[src/rtl/core/swfd_pkg.sv]
`default_nettype none
// ----------------------------------------------------------------------------
// swfd_pkg
// Types and constants shared by the sync word frame deframer.
// ----------------------------------------------------------------------------
package swfd_pkg;

  // Sync sequence: two fixed words, then an id word matched under a mask.
  localparam logic [15:0] SyncWordA  = 16'hf00d;
  localparam logic [15:0] SyncWordB  = 16'hd0cc;
  localparam logic [15:0] IdMask     = 16'hfff0;
  localparam logic [15:0] IdValue    = 16'hae00;

  // Word positions within a frame, counted from the first sync word.
  localparam logic [15:0] OffsetId      = 16'd2;
  localparam logic [15:0] OffsetCountLo = 16'd3;
  localparam logic [15:0] OffsetCountHi = 16'd4;
  localparam logic [15:0] OffsetLength  = 16'd7;
  localparam logic [15:0] OffsetPayload = 16'd8;

  // Result queue depth; a power of two so the pointers wrap by themselves.
  localparam int unsigned ResFifoDepth = 4;
  localparam int unsigned ResPtrW      = $clog2(ResFifoDepth);
  localparam int unsigned ResCountW    = $clog2(ResFifoDepth + 1);

  localparam logic KindByte    = 1'b0;
  localparam logic KindTrailer = 1'b1;

  typedef struct packed {
    logic        kind;
    logic [7:0]  payload_byte;
    logic        last_byte;
    logic        source_flag;
    logic        parity_flag;
    logic [31:0] buffer_count;
    logic [15:0] payload_length;
    logic [15:0] checksum_word;
    logic [15:0] sw_end_word;
    logic [15:0] end_word;
    logic [15:0] aux_end_word;
  } result_t;

  // Up to two results are written into the queue per accepted word.
  typedef struct packed {
    logic [1:0] num;
    result_t    res0;
    result_t    res1;
  } res_push_t;

endpackage : swfd_pkg
`default_nettype wire

[src/rtl/core/swfd_if.sv]
`default_nettype none
// ----------------------------------------------------------------------------
// swfd_word_if / swfd_res_if
// Valid/ready channels for link words and for deframer results.
// ----------------------------------------------------------------------------
interface swfd_word_if;
  logic        valid;
  logic        ready;
  logic [15:0] word_in;

  modport source (output valid, output word_in, input ready);
  modport sink   (input valid, input word_in, output ready);
endinterface : swfd_word_if

interface swfd_res_if;
  logic        valid;
  logic        ready;
  logic        kind;
  logic [7:0]  payload_byte;
  logic        last_byte;
  logic        source_flag;
  logic        parity_flag;
  logic [31:0] buffer_count;
  logic [15:0] payload_length;
  logic [15:0] checksum_word;
  logic [15:0] sw_end_word;
  logic [15:0] end_word;
  logic [15:0] aux_end_word;

  modport source (
    output valid, input ready,
    output kind, output payload_byte, output last_byte, output source_flag,
    output parity_flag, output buffer_count, output payload_length,
    output checksum_word, output sw_end_word, output end_word, output aux_end_word
  );
  modport sink (
    input valid, output ready,
    input kind, input payload_byte, input last_byte, input source_flag,
    input parity_flag, input buffer_count, input payload_length,
    input checksum_word, input sw_end_word, input end_word, input aux_end_word
  );
endinterface : swfd_res_if
`default_nettype wire

[src/rtl/core/swfd_res_fifo.sv]
`default_nettype none
// ----------------------------------------------------------------------------
// swfd_res_fifo
// Small result queue: pushes up to two results a cycle, pops one.
// ----------------------------------------------------------------------------
module swfd_res_fifo (
  input  wire logic               clk_i,
  input  wire logic               rst_ni,
  input  wire swfd_pkg::res_push_t push_i,
  input  wire logic               pop_i,
  output      logic               room_o,
  output      logic               valid_o,
  output      swfd_pkg::result_t  head_o
);
  import swfd_pkg::*;

  result_t              mem_q [ResFifoDepth];
  logic [ResPtrW-1:0]   wr_ptr_q, wr_ptr_d;
  logic [ResPtrW-1:0]   rd_ptr_q, rd_ptr_d;
  logic [ResCountW-1:0] count_q, count_d;
  logic [ResPtrW-1:0]   wr_ptr_nxt;
  logic                 do_pop;

  assign valid_o    = (count_q != '0);
  assign head_o     = mem_q[rd_ptr_q];
  // Room for a full pair keeps every accepted word's results in hand.
  assign room_o     = (count_q <= ResCountW'(ResFifoDepth - 2));
  assign do_pop     = pop_i && valid_o;
  assign wr_ptr_nxt = wr_ptr_q + ResPtrW'(1);

  always_comb begin
    wr_ptr_d = wr_ptr_q + ResPtrW'(push_i.num);
    rd_ptr_d = rd_ptr_q + ResPtrW'(do_pop);
    count_d  = count_q + ResCountW'(push_i.num) - ResCountW'(do_pop);
  end

  always_ff @(posedge clk_i or negedge rst_ni) begin
    if (!rst_ni) begin
      wr_ptr_q <= '0;
      rd_ptr_q <= '0;
      count_q  <= '0;
    end else begin
      wr_ptr_q <= wr_ptr_d;
      rd_ptr_q <= rd_ptr_d;
      count_q  <= count_d;
    end
  end

  always_ff @(posedge clk_i) begin
    if (push_i.num != 2'd0) begin
      mem_q[wr_ptr_q] <= push_i.res0;
    end
    if (push_i.num == 2'd2) begin
      mem_q[wr_ptr_nxt] <= push_i.res1;
    end
  end

endmodule : swfd_res_fifo
`default_nettype wire

[src/rtl/core/sync_word_frame_deframer_unit.sv]
`default_nettype none
// A result is registered in the result queue before it is offered on the output.
// Words are taken one per cycle while the result queue has room, both while hunting
// and in the header; a payload word gives two bytes, which leave through the single result port one at a time.
// The four-entry result queue takes a word whenever two entries are free.
// Reset (asynchronous, active low) clears the sync window, frame state and queue.
// ----------------------------------------------------------------------------
// sync_word_frame_deframer_unit
// Hunts for the F00D, D0CC, AE0x sync sequence in a 16-bit word stream,
// unpacks the frame header, emits payload bytes and one trailer summary.
// ----------------------------------------------------------------------------
module sync_word_frame_deframer_unit (
  input  wire logic     clk_i,
  input  wire logic     rst_ni,
  swfd_word_if.sink     word_chan_i,
  swfd_res_if.source    res_chan_o
);
  import swfd_pkg::*;

  // Frame and hunt state. All of it takes its value only on an accepted word.
  logic [15:0] hist_new_q, hist_new_d;   // newer hunted word
  logic [15:0] hist_old_q, hist_old_d;   // older hunted word
  logic        in_frame_q, in_frame_d;
  logic [15:0] offset_q, offset_d;       // position of the last word taken
  logic [1:0]  flags_q, flags_d;         // id word bits 1..0
  logic [31:0] count_q, count_d;
  logic [15:0] length_q, length_d;
  logic [15:0] sent_q, sent_d;           // payload bytes given so far
  logic [15:0] trl_q [3];
  logic [15:0] trl_d [3];

  logic        accept;
  logic        room;
  logic        fifo_valid;
  result_t     head;
  res_push_t   push;

  logic [15:0] word;
  logic [15:0] off;
  logic [15:0] pos;
  logic [15:0] half;
  logic [15:0] sent_one;
  logic [15:0] sent_two;

  // A byte result carries the header fields seen so far; trailer words are zero.
  function automatic result_t make_byte(logic [7:0] b, logic last, logic [1:0] flg,
                                        logic [31:0] cnt, logic [15:0] len);
    result_t r;
    r                = '0;
    r.kind           = KindByte;
    r.payload_byte   = b;
    r.last_byte      = last;
    r.source_flag    = flg[0];
    r.parity_flag    = flg[1];
    r.buffer_count   = cnt;
    r.payload_length = len;
    return r;
  endfunction

  assign word     = word_chan_i.word_in;
  assign accept   = word_chan_i.valid && room;
  assign word_chan_i.ready = room;

  assign off      = offset_q + 16'd1;
  assign pos      = off - OffsetPayload;
  assign half     = {1'b0, length_q[15:1]};
  assign sent_one = sent_q + 16'd1;
  assign sent_two = sent_q + 16'd2;

  always_comb begin
    hist_new_d = hist_new_q;
    hist_old_d = hist_old_q;
    in_frame_d = in_frame_q;
    offset_d   = offset_q;
    flags_d    = flags_q;
    count_d    = count_q;
    length_d   = length_q;
    sent_d     = sent_q;
    trl_d      = trl_q;
    push       = '0;

    if (accept) begin
      if (!in_frame_q) begin
        // Hunting: the window slips one word on every miss.
        if (hist_old_q == SyncWordA && hist_new_q == SyncWordB &&
            (word & IdMask) == IdValue) begin
          in_frame_d = 1'b1;
          offset_d   = OffsetId;
          flags_d    = word[1:0];
          count_d    = '0;
          length_d   = '0;
          sent_d     = '0;
          trl_d[0]   = '0;
          trl_d[1]   = '0;
          trl_d[2]   = '0;
          hist_new_d = '0;
          hist_old_d = '0;
        end else begin
          hist_old_d = hist_new_q;
          hist_new_d = word;
        end
      end else begin
        offset_d = off;
        if (off == OffsetCountLo) begin
          count_d[15:0] = word;
        end else if (off == OffsetCountHi) begin
          count_d[31:16] = word;
        end else if (off == OffsetLength) begin
          length_d = word;
        end else if (off >= OffsetPayload) begin
          if (pos < half) begin
            // Full payload word: low byte first, then high byte.
            push.num  = 2'd2;
            push.res0 = make_byte(word[7:0], sent_one == length_q, flags_q,
                                  count_q, length_q);
            push.res1 = make_byte(word[15:8], sent_two == length_q, flags_q,
                                  count_q, length_q);
            sent_d    = sent_two;
          end else if (pos == half) begin
            // Checksum word; with an odd length its low byte is the last byte.
            trl_d[0] = word;
            if (length_q[0]) begin
              push.num  = 2'd1;
              push.res0 = make_byte(word[7:0], sent_one == length_q, flags_q,
                                    count_q, length_q);
              sent_d    = sent_one;
            end
          end else if (pos == half + 16'd1) begin
            trl_d[1] = word;
          end else if (pos == half + 16'd2) begin
            trl_d[2] = word;
          end else begin
            // Final end word closes the frame and the hunt restarts clean.
            push.num                 = 2'd1;
            push.res0                = '0;
            push.res0.kind           = KindTrailer;
            push.res0.source_flag    = flags_q[0];
            push.res0.parity_flag    = flags_q[1];
            push.res0.buffer_count   = count_q;
            push.res0.payload_length = length_q;
            push.res0.checksum_word  = trl_q[0];
            push.res0.sw_end_word    = trl_q[1];
            push.res0.end_word       = trl_q[2];
            push.res0.aux_end_word   = word;
            in_frame_d = 1'b0;
            offset_d   = '0;
            hist_new_d = '0;
            hist_old_d = '0;
          end
        end
      end
    end
  end

  always_ff @(posedge clk_i or negedge rst_ni) begin
    if (!rst_ni) begin
      hist_new_q <= '0;
      hist_old_q <= '0;
      in_frame_q <= 1'b0;
      offset_q   <= '0;
      flags_q    <= '0;
      count_q    <= '0;
      length_q   <= '0;
      sent_q     <= '0;
      trl_q[0]   <= '0;
      trl_q[1]   <= '0;
      trl_q[2]   <= '0;
    end else begin
      hist_new_q <= hist_new_d;
      hist_old_q <= hist_old_d;
      in_frame_q <= in_frame_d;
      offset_q   <= offset_d;
      flags_q    <= flags_d;
      count_q    <= count_d;
      length_q   <= length_d;
      sent_q     <= sent_d;
      trl_q      <= trl_d;
    end
  end

  // The result queue decouples the output side, so words keep flowing while
  // a finished result waits to be taken.
  swfd_res_fifo u_res_fifo (
    .clk_i   (clk_i),
    .rst_ni  (rst_ni),
    .push_i  (push),
    .pop_i   (res_chan_o.ready),
    .room_o  (room),
    .valid_o (fifo_valid),
    .head_o  (head)
  );

  assign res_chan_o.valid          = fifo_valid;
  assign res_chan_o.kind           = head.kind;
  assign res_chan_o.payload_byte   = head.payload_byte;
  assign res_chan_o.last_byte      = head.last_byte;
  assign res_chan_o.source_flag    = head.source_flag;
  assign res_chan_o.parity_flag    = head.parity_flag;
  assign res_chan_o.buffer_count   = head.buffer_count;
  assign res_chan_o.payload_length = head.payload_length;
  assign res_chan_o.checksum_word  = head.checksum_word;
  assign res_chan_o.sw_end_word    = head.sw_end_word;
  assign res_chan_o.end_word       = head.end_word;
  assign res_chan_o.aux_end_word   = head.aux_end_word;

endmodule : sync_word_frame_deframer_unit
`default_nettype wire

[src/flat_wrapper.sv]
// flat-port wrapper written by rule: the top's interface ports become plain ports
module sync_word_frame_deframer_unit_flat import swfd_pkg::*;
  (clk_i, rst_ni, word_chan_i_valid, word_chan_i_word_in, word_chan_i_ready, res_chan_o_valid, res_chan_o_ready, res_chan_o_kind, res_chan_o_payload_byte, res_chan_o_last_byte, res_chan_o_source_flag, res_chan_o_parity_flag, res_chan_o_buffer_count, res_chan_o_payload_length, res_chan_o_checksum_word, res_chan_o_sw_end_word, res_chan_o_end_word, res_chan_o_aux_end_word);
  swfd_word_if word_chan_i_i ();
  swfd_res_if res_chan_o_i ();
  input  wire logic clk_i;
  input  wire logic rst_ni;
  input wire logic [$bits(word_chan_i_i.valid)-1:0] word_chan_i_valid;
  input wire logic [$bits(word_chan_i_i.word_in)-1:0] word_chan_i_word_in;
  output wire logic [$bits(word_chan_i_i.ready)-1:0] word_chan_i_ready;
  output wire logic [$bits(res_chan_o_i.valid)-1:0] res_chan_o_valid;
  input wire logic [$bits(res_chan_o_i.ready)-1:0] res_chan_o_ready;
  output wire logic [$bits(res_chan_o_i.kind)-1:0] res_chan_o_kind;
  output wire logic [$bits(res_chan_o_i.payload_byte)-1:0] res_chan_o_payload_byte;
  output wire logic [$bits(res_chan_o_i.last_byte)-1:0] res_chan_o_last_byte;
  output wire logic [$bits(res_chan_o_i.source_flag)-1:0] res_chan_o_source_flag;
  output wire logic [$bits(res_chan_o_i.parity_flag)-1:0] res_chan_o_parity_flag;
  output wire logic [$bits(res_chan_o_i.buffer_count)-1:0] res_chan_o_buffer_count;
  output wire logic [$bits(res_chan_o_i.payload_length)-1:0] res_chan_o_payload_length;
  output wire logic [$bits(res_chan_o_i.checksum_word)-1:0] res_chan_o_checksum_word;
  output wire logic [$bits(res_chan_o_i.sw_end_word)-1:0] res_chan_o_sw_end_word;
  output wire logic [$bits(res_chan_o_i.end_word)-1:0] res_chan_o_end_word;
  output wire logic [$bits(res_chan_o_i.aux_end_word)-1:0] res_chan_o_aux_end_word;
  assign word_chan_i_i.valid = word_chan_i_valid;
  assign word_chan_i_i.word_in = word_chan_i_word_in;
  assign word_chan_i_ready = word_chan_i_i.ready;
  assign res_chan_o_valid = res_chan_o_i.valid;
  assign res_chan_o_i.ready = res_chan_o_ready;
  assign res_chan_o_kind = res_chan_o_i.kind;
  assign res_chan_o_payload_byte = res_chan_o_i.payload_byte;
  assign res_chan_o_last_byte = res_chan_o_i.last_byte;
  assign res_chan_o_source_flag = res_chan_o_i.source_flag;
  assign res_chan_o_parity_flag = res_chan_o_i.parity_flag;
  assign res_chan_o_buffer_count = res_chan_o_i.buffer_count;
  assign res_chan_o_payload_length = res_chan_o_i.payload_length;
  assign res_chan_o_checksum_word = res_chan_o_i.checksum_word;
  assign res_chan_o_sw_end_word = res_chan_o_i.sw_end_word;
  assign res_chan_o_end_word = res_chan_o_i.end_word;
  assign res_chan_o_aux_end_word = res_chan_o_i.aux_end_word;
  sync_word_frame_deframer_unit u_core (.clk_i(clk_i), .rst_ni(rst_ni), .word_chan_i(word_chan_i_i), .res_chan_o(res_chan_o_i));
endmodule
[config.mk]
export PLATFORM = sky130hd
export DESIGN_NAME = sync_word_frame_deframer_unit_flat
export DESIGN_NICKNAME = d
export VERILOG_FILES = /design/src/rtl/core/swfd_pkg.sv /design/src/rtl/core/swfd_if.sv /design/src/rtl/core/swfd_res_fifo.sv /design/src/rtl/core/sync_word_frame_deframer_unit.sv /design/src/flat_wrapper.sv
export SDC_FILE = /design/constraint.sdc
export NUM_CORES = 1
export LEC_CHECK = 0
export BUFFER_PORTS_ARGS = -buffer_cell sky130_fd_sc_hd__buf_2
export CAP_MARGIN = 20
export CELL_PAD_IN_SITES_DETAIL_PLACEMENT = 0
export CELL_PAD_IN_SITES_GLOBAL_PLACEMENT = 1
export CORE_ASPECT_RATIO = 1.25
export CORE_MARGIN = 3
export CORE_UTILIZATION = 29
export CTS_CLUSTER_DIAMETER = 50
export DETAILED_ROUTE_END_ITERATION = 8
export PLACE_DENSITY = 0.57
export SETUP_SLACK_MARGIN = 0.2
export SLEW_MARGIN = 20
export SYNTH_ARGS = -nofsm -noshare
export SYNTH_HDL_FRONTEND = slang
export SYNTH_SLANG_ARGS = --single-unit
[constraint.sdc]
create_clock -name clk_i -period 6.9 [get_ports clk_i]
set_input_delay 0.345 -clock clk_i [delete_from_list [all_inputs] [get_ports clk_i]]
set_output_delay 0.345 -clock clk_i [all_outputs]
set_load 0.005 [all_outputs]
==> results.md <==
* Hold worst-path end: u_core.u_res_fifo.rd_ptr_q[0]$_DFF_PN0_
* Vias per cell at 5.43
* Area share of xor/xnor cells in the synthesized design at ~3.2%
* Register-to-Register Path Depth at 20
* Sequential share of the synthesized area at between 40% and 50%
* Crit path kind: reg2reg
* Dpl hpwl at 68.4 mm
* DR vias at about 25000
* Worst EP required at 7460 ps
* # IOs at 146
* Most common cell after layout, fill and taps aside: nand2_1
* Period minus WS final at roughly 6100 ps
* Worst Path Arrival at between 6000 and 7000 ps
* Slew headroom at between 10% and 20%
* Initial drt markers at slightly below 2000
* Synthesized Nets at roughly 3100
* Clock tree from TritonCTS: built
* Routability congestion estimate at ~0.85
* Syn-to-layout area delta at 14.7%
* Detailed Route WL at ~120 mm
* R2R Path Start: u_core.offset_q[0]$_DFFE_PN0P_
* Largest family of logic cells by synthesized area: multiplexers
* Post-synth ARST share at roughly a quarter
* RSZ-0062 raised after global routing: false
* Setup crit end kind: flip-flop
* Compound-Gate Fraction of Synth Area at around 12%
* Mux share of post-synthesis cell area at approximately 15%
* Worst hold path type: in2reg
* Placed Cells at 4458
* Simple-gate portion of the synthesized area at roughly 14%
* Mean post-synth cell area at ~11 µm²
* Site Rows at around 140
* Total Routing Usage GR at 19.2%
* Die Y-Extent at ~390 µm
* Clk_skew at approximately 27 ps
* Worst Hold Depth at 3
* Commonest cells after routing, fill and taps aside: nand2_1 (401), nand3_1 (261), dfxtp_1 (260)
* Clk slew on worst S/H paths at around 60 ps
* Largest net degree at the start of global routing at 138
* Fin. max-slew vios at 0
* CP max-delay cell: nor4b_4
* Hold path start: res_chan_o_ready
* Initial antenna violation count at 4
* Post-route setup TNS at 0 ps
* Slew @ Worst Pin at roughly 1200 ps
* CTS HTree Levels at 3
* Final hold violation count at 0
* Number of warnings issued by yosys at 0
* Pleak at around 0.015 µW
* Status: finished clean
* Worst-path cell chain: ha_1 > and2_1 > nand2_1 > xor2_1 > ha_1 > o2111ai_1 > xnor2_1 > inv_1 > ha_1 > a21o_1 > a21o_1 > a21o_1 > a21oi_1 > o21ai_0 > nor4b_4 > buf_4 > mux2_2 > a2111oi_0 > a21oi_1 > o21ai_0
* Via count of the first global-routing pass at around 26000
* Port Buf Inserts at ~150
* 1st-pass router iterations at 5
* Diodes inserted at 0
* Peak VDD IR at around 0.38 mV
* Register bit total from synthesis at approximately 670
* Mapped cell area at around 0.033 mm²
* Synth cell types at 93
* Most used DFF post-synth: dfxtp_1
* Nets@finish at approximately 3100
* Total die area at ~0.12 mm²
* Max clock buf depth at 3
* Post-synthesis adder-cell area fraction at 1.11%
* Initial Util at slightly below 30%
* Fin util at around 34%
* Worst-path maximum fanout at 16
* Post-route insts no fill at 4630
* Post-route DRC at 0
* F_max at 0.164 GHz
* Clk_lat worst skew at 660 ps
* Die width at around 310 µm
* Number of synthesized flops with an enable pin at ~240
* Sink count of the clock tree at ~670
* Setup-failing EPs final at 0
* First-pass GRT wire length at between 150 and 200 mm
* R2r endpoint: u_core.sent_q[8]$_DFFE_PN0P_
* Root Driver: clkbuf_16
* Mapped Cells at 3080
* Num CTS Buffers at slightly above 90
* Routed Antenna Nets at 0
* Slowest stage delay, CP at 890 ps
* Layout cells sized above 1 at around 18%
* PwrDens at around 410 mW/mm²
* Routed WL per cell at 24.9 µm
* Core Box Area at 0.114 mm²
* Worst setup SP type: flip-flop
* Max_cap viols at 0
* Reg2reg setup slack at approximately 790 ps
* Period utilization at between 80% and 90%
* GRT overflow at 0
==> sequential cells by signal, summed over array words and instances (netlist names), 3 cells and up <==
register / count
u_core.offset_q: 16
u_core.u_res_fifo.count_q: 3
u_core.length_q: 16
u_core.hist_new_q: 16
u_core.hist_old_q: 16
u_core.count_q: 32
u_core.trl_q: 48
u_core.sent_q: 16
u_core.u_res_fifo.mem_q: 496
==> what timing repair did <==
item	CTS	global route
setup endpoints to repair	0	0
hold endpoints to repair	67	0
resized for setup	0	0
buffers inserted	0	0
hold buffers	1	0
==> cell usage after synthesis (all sizes together) (9+ instances only) <==
cell | n | share of area (%)
nand2 | 409 | 4.6
nand3 | 262 | 3.9
dfxtp | 260 | 16
edfxtp | 236 | 21
mux2i | 215 | 6.4
clkbuf | 183 | 2.1
dfrtp | 170 | 13
a21oi | 167 | 3.1
o21ai | 142 | 2.1
mux4 | 124 | 8.3
buf | 113 | 2.4
nand4 | 88 | 1.7
o211ai | 88 | 2.0
nor3 | 80 | 1.3
inv | 71 | 0.80
xnor2 | 69 | 1.9
nor2 | 66 | 0.75
a22oi | 35 | 0.78
xor2 | 29 | 0.76
ha | 28 | 1.0
a32o | 22 | 0.66
a22o | 18 | 0.47
and2 | 16 | 0.30
a21o | 15 | 0.34
a31oi | 14 | 0.30
nor4 | 12 | 0.42
and3 | 9 | 0.17
or3 | 9 | 0.17
xnor3 | 9 | 0.61
==> report_power, final <==
| part | switching, µW | internal (µW) |
|---|---|---|
| Clock | 1880 | 2890 |
| Combinational | 3390 | 2270 |
| Sequential | 760 | 4660 |
==> area by class of cell <==
cell class	instances	area [µm²]
fill	11572	75500
sequential	666	16600
multi-input combinational	2039	15300
clock buffer	119	2520
tap	1470	1840
timing repair buffer	205	1390
clock inverter	52	546
inverter	79	297
==> worst max-delay path, delay by kind of cell (launching register included) <==
family / cells / cell delay, ps
XOR/XNOR: 2 / 520
adder cells (fa/ha/maj): 3 / 1020
AO/OA/AOI/OAI: 9 / 1830
flip-flops: 1 / 510
AND/OR/NAND/NOR: 3 / 1250
buffers and inverters: 2 / 450
multiplexers: 1 / 410
==> how the worst max path moves through the flow <==
| stage | slack [ps] | end | start | cells past startpoint |
|---|---|---|---|---|
| after floorplan | 800 | u_core.u_res_fifo.mem_q[1][100]$_DFFE_PP_ | u_core.offset_q[0]$_DFFE_PN0P_ | 21 |
| after global placement | 980 | u_core.u_res_fifo.mem_q[0][83]$_DFFE_PP_ | u_core.offset_q[0]$_DFFE_PN0P_ | 18 |
| after detailed placement | 850 | u_core.u_res_fifo.mem_q[0][83]$_DFFE_PP_ | u_core.offset_q[0]$_DFFE_PN0P_ | 18 |
| after CTS | 810 | u_core.u_res_fifo.mem_q[0][89]$_DFFE_PP_ | u_core.offset_q[0]$_DFFE_PN0P_ | 18 |
| after global routing | 270 | u_core.sent_q[10]$_DFFE_PN0P_ | u_core.offset_q[0]$_DFFE_PN0P_ | 20 |
| final | 790 | u_core.sent_q[8]$_DFFE_PN0P_ | u_core.offset_q[0]$_DFFE_PN0P_ | 20 |
==> per-stage QoR <==
stage / total power, µW / hold slack [ps] / area [µm²] / setup WS, ps
after floorplan: 9040 / 49.4 / 33500 / 803
after global placement: 11200 / 389 / 35300 / 983
after detailed placement: 11200 / 394 / 35300 / 851
after CTS: 16100 / 130 / 38400 / 814
after global routing: 16800 / 182 / 38400 / 272
final: 15900 / 180 / 38400 / 794
==> kinds of logic (layout without fill, tap and decap cells) <==
group	count (synthesis)	count (layout)
multiplexers	344	344
flip-flops	666	666
AO/OA/AOI/OAI	565	565
adder cells (fa/ha/maj)	29	29
buffers and inverters	375	455
AND/OR/NAND/NOR	994	994
XOR/XNOR	107	107
==> per-layer routing <==
| metal | GRT usage, % | vias up | share of wire, % |
|---|---|---|---|
| met3 | 2.92 | 193 | 4.8 |
| met5 | 0 | - | 0 |
| met4 | 6.54 | 0 | 3.2 |
| met2 | 32.7 | 702 | 49 |
| li1 | - | 11428 | - |
| met1 | 24.7 | 12801 | 43 |
(Power assumes the default switching activity.)
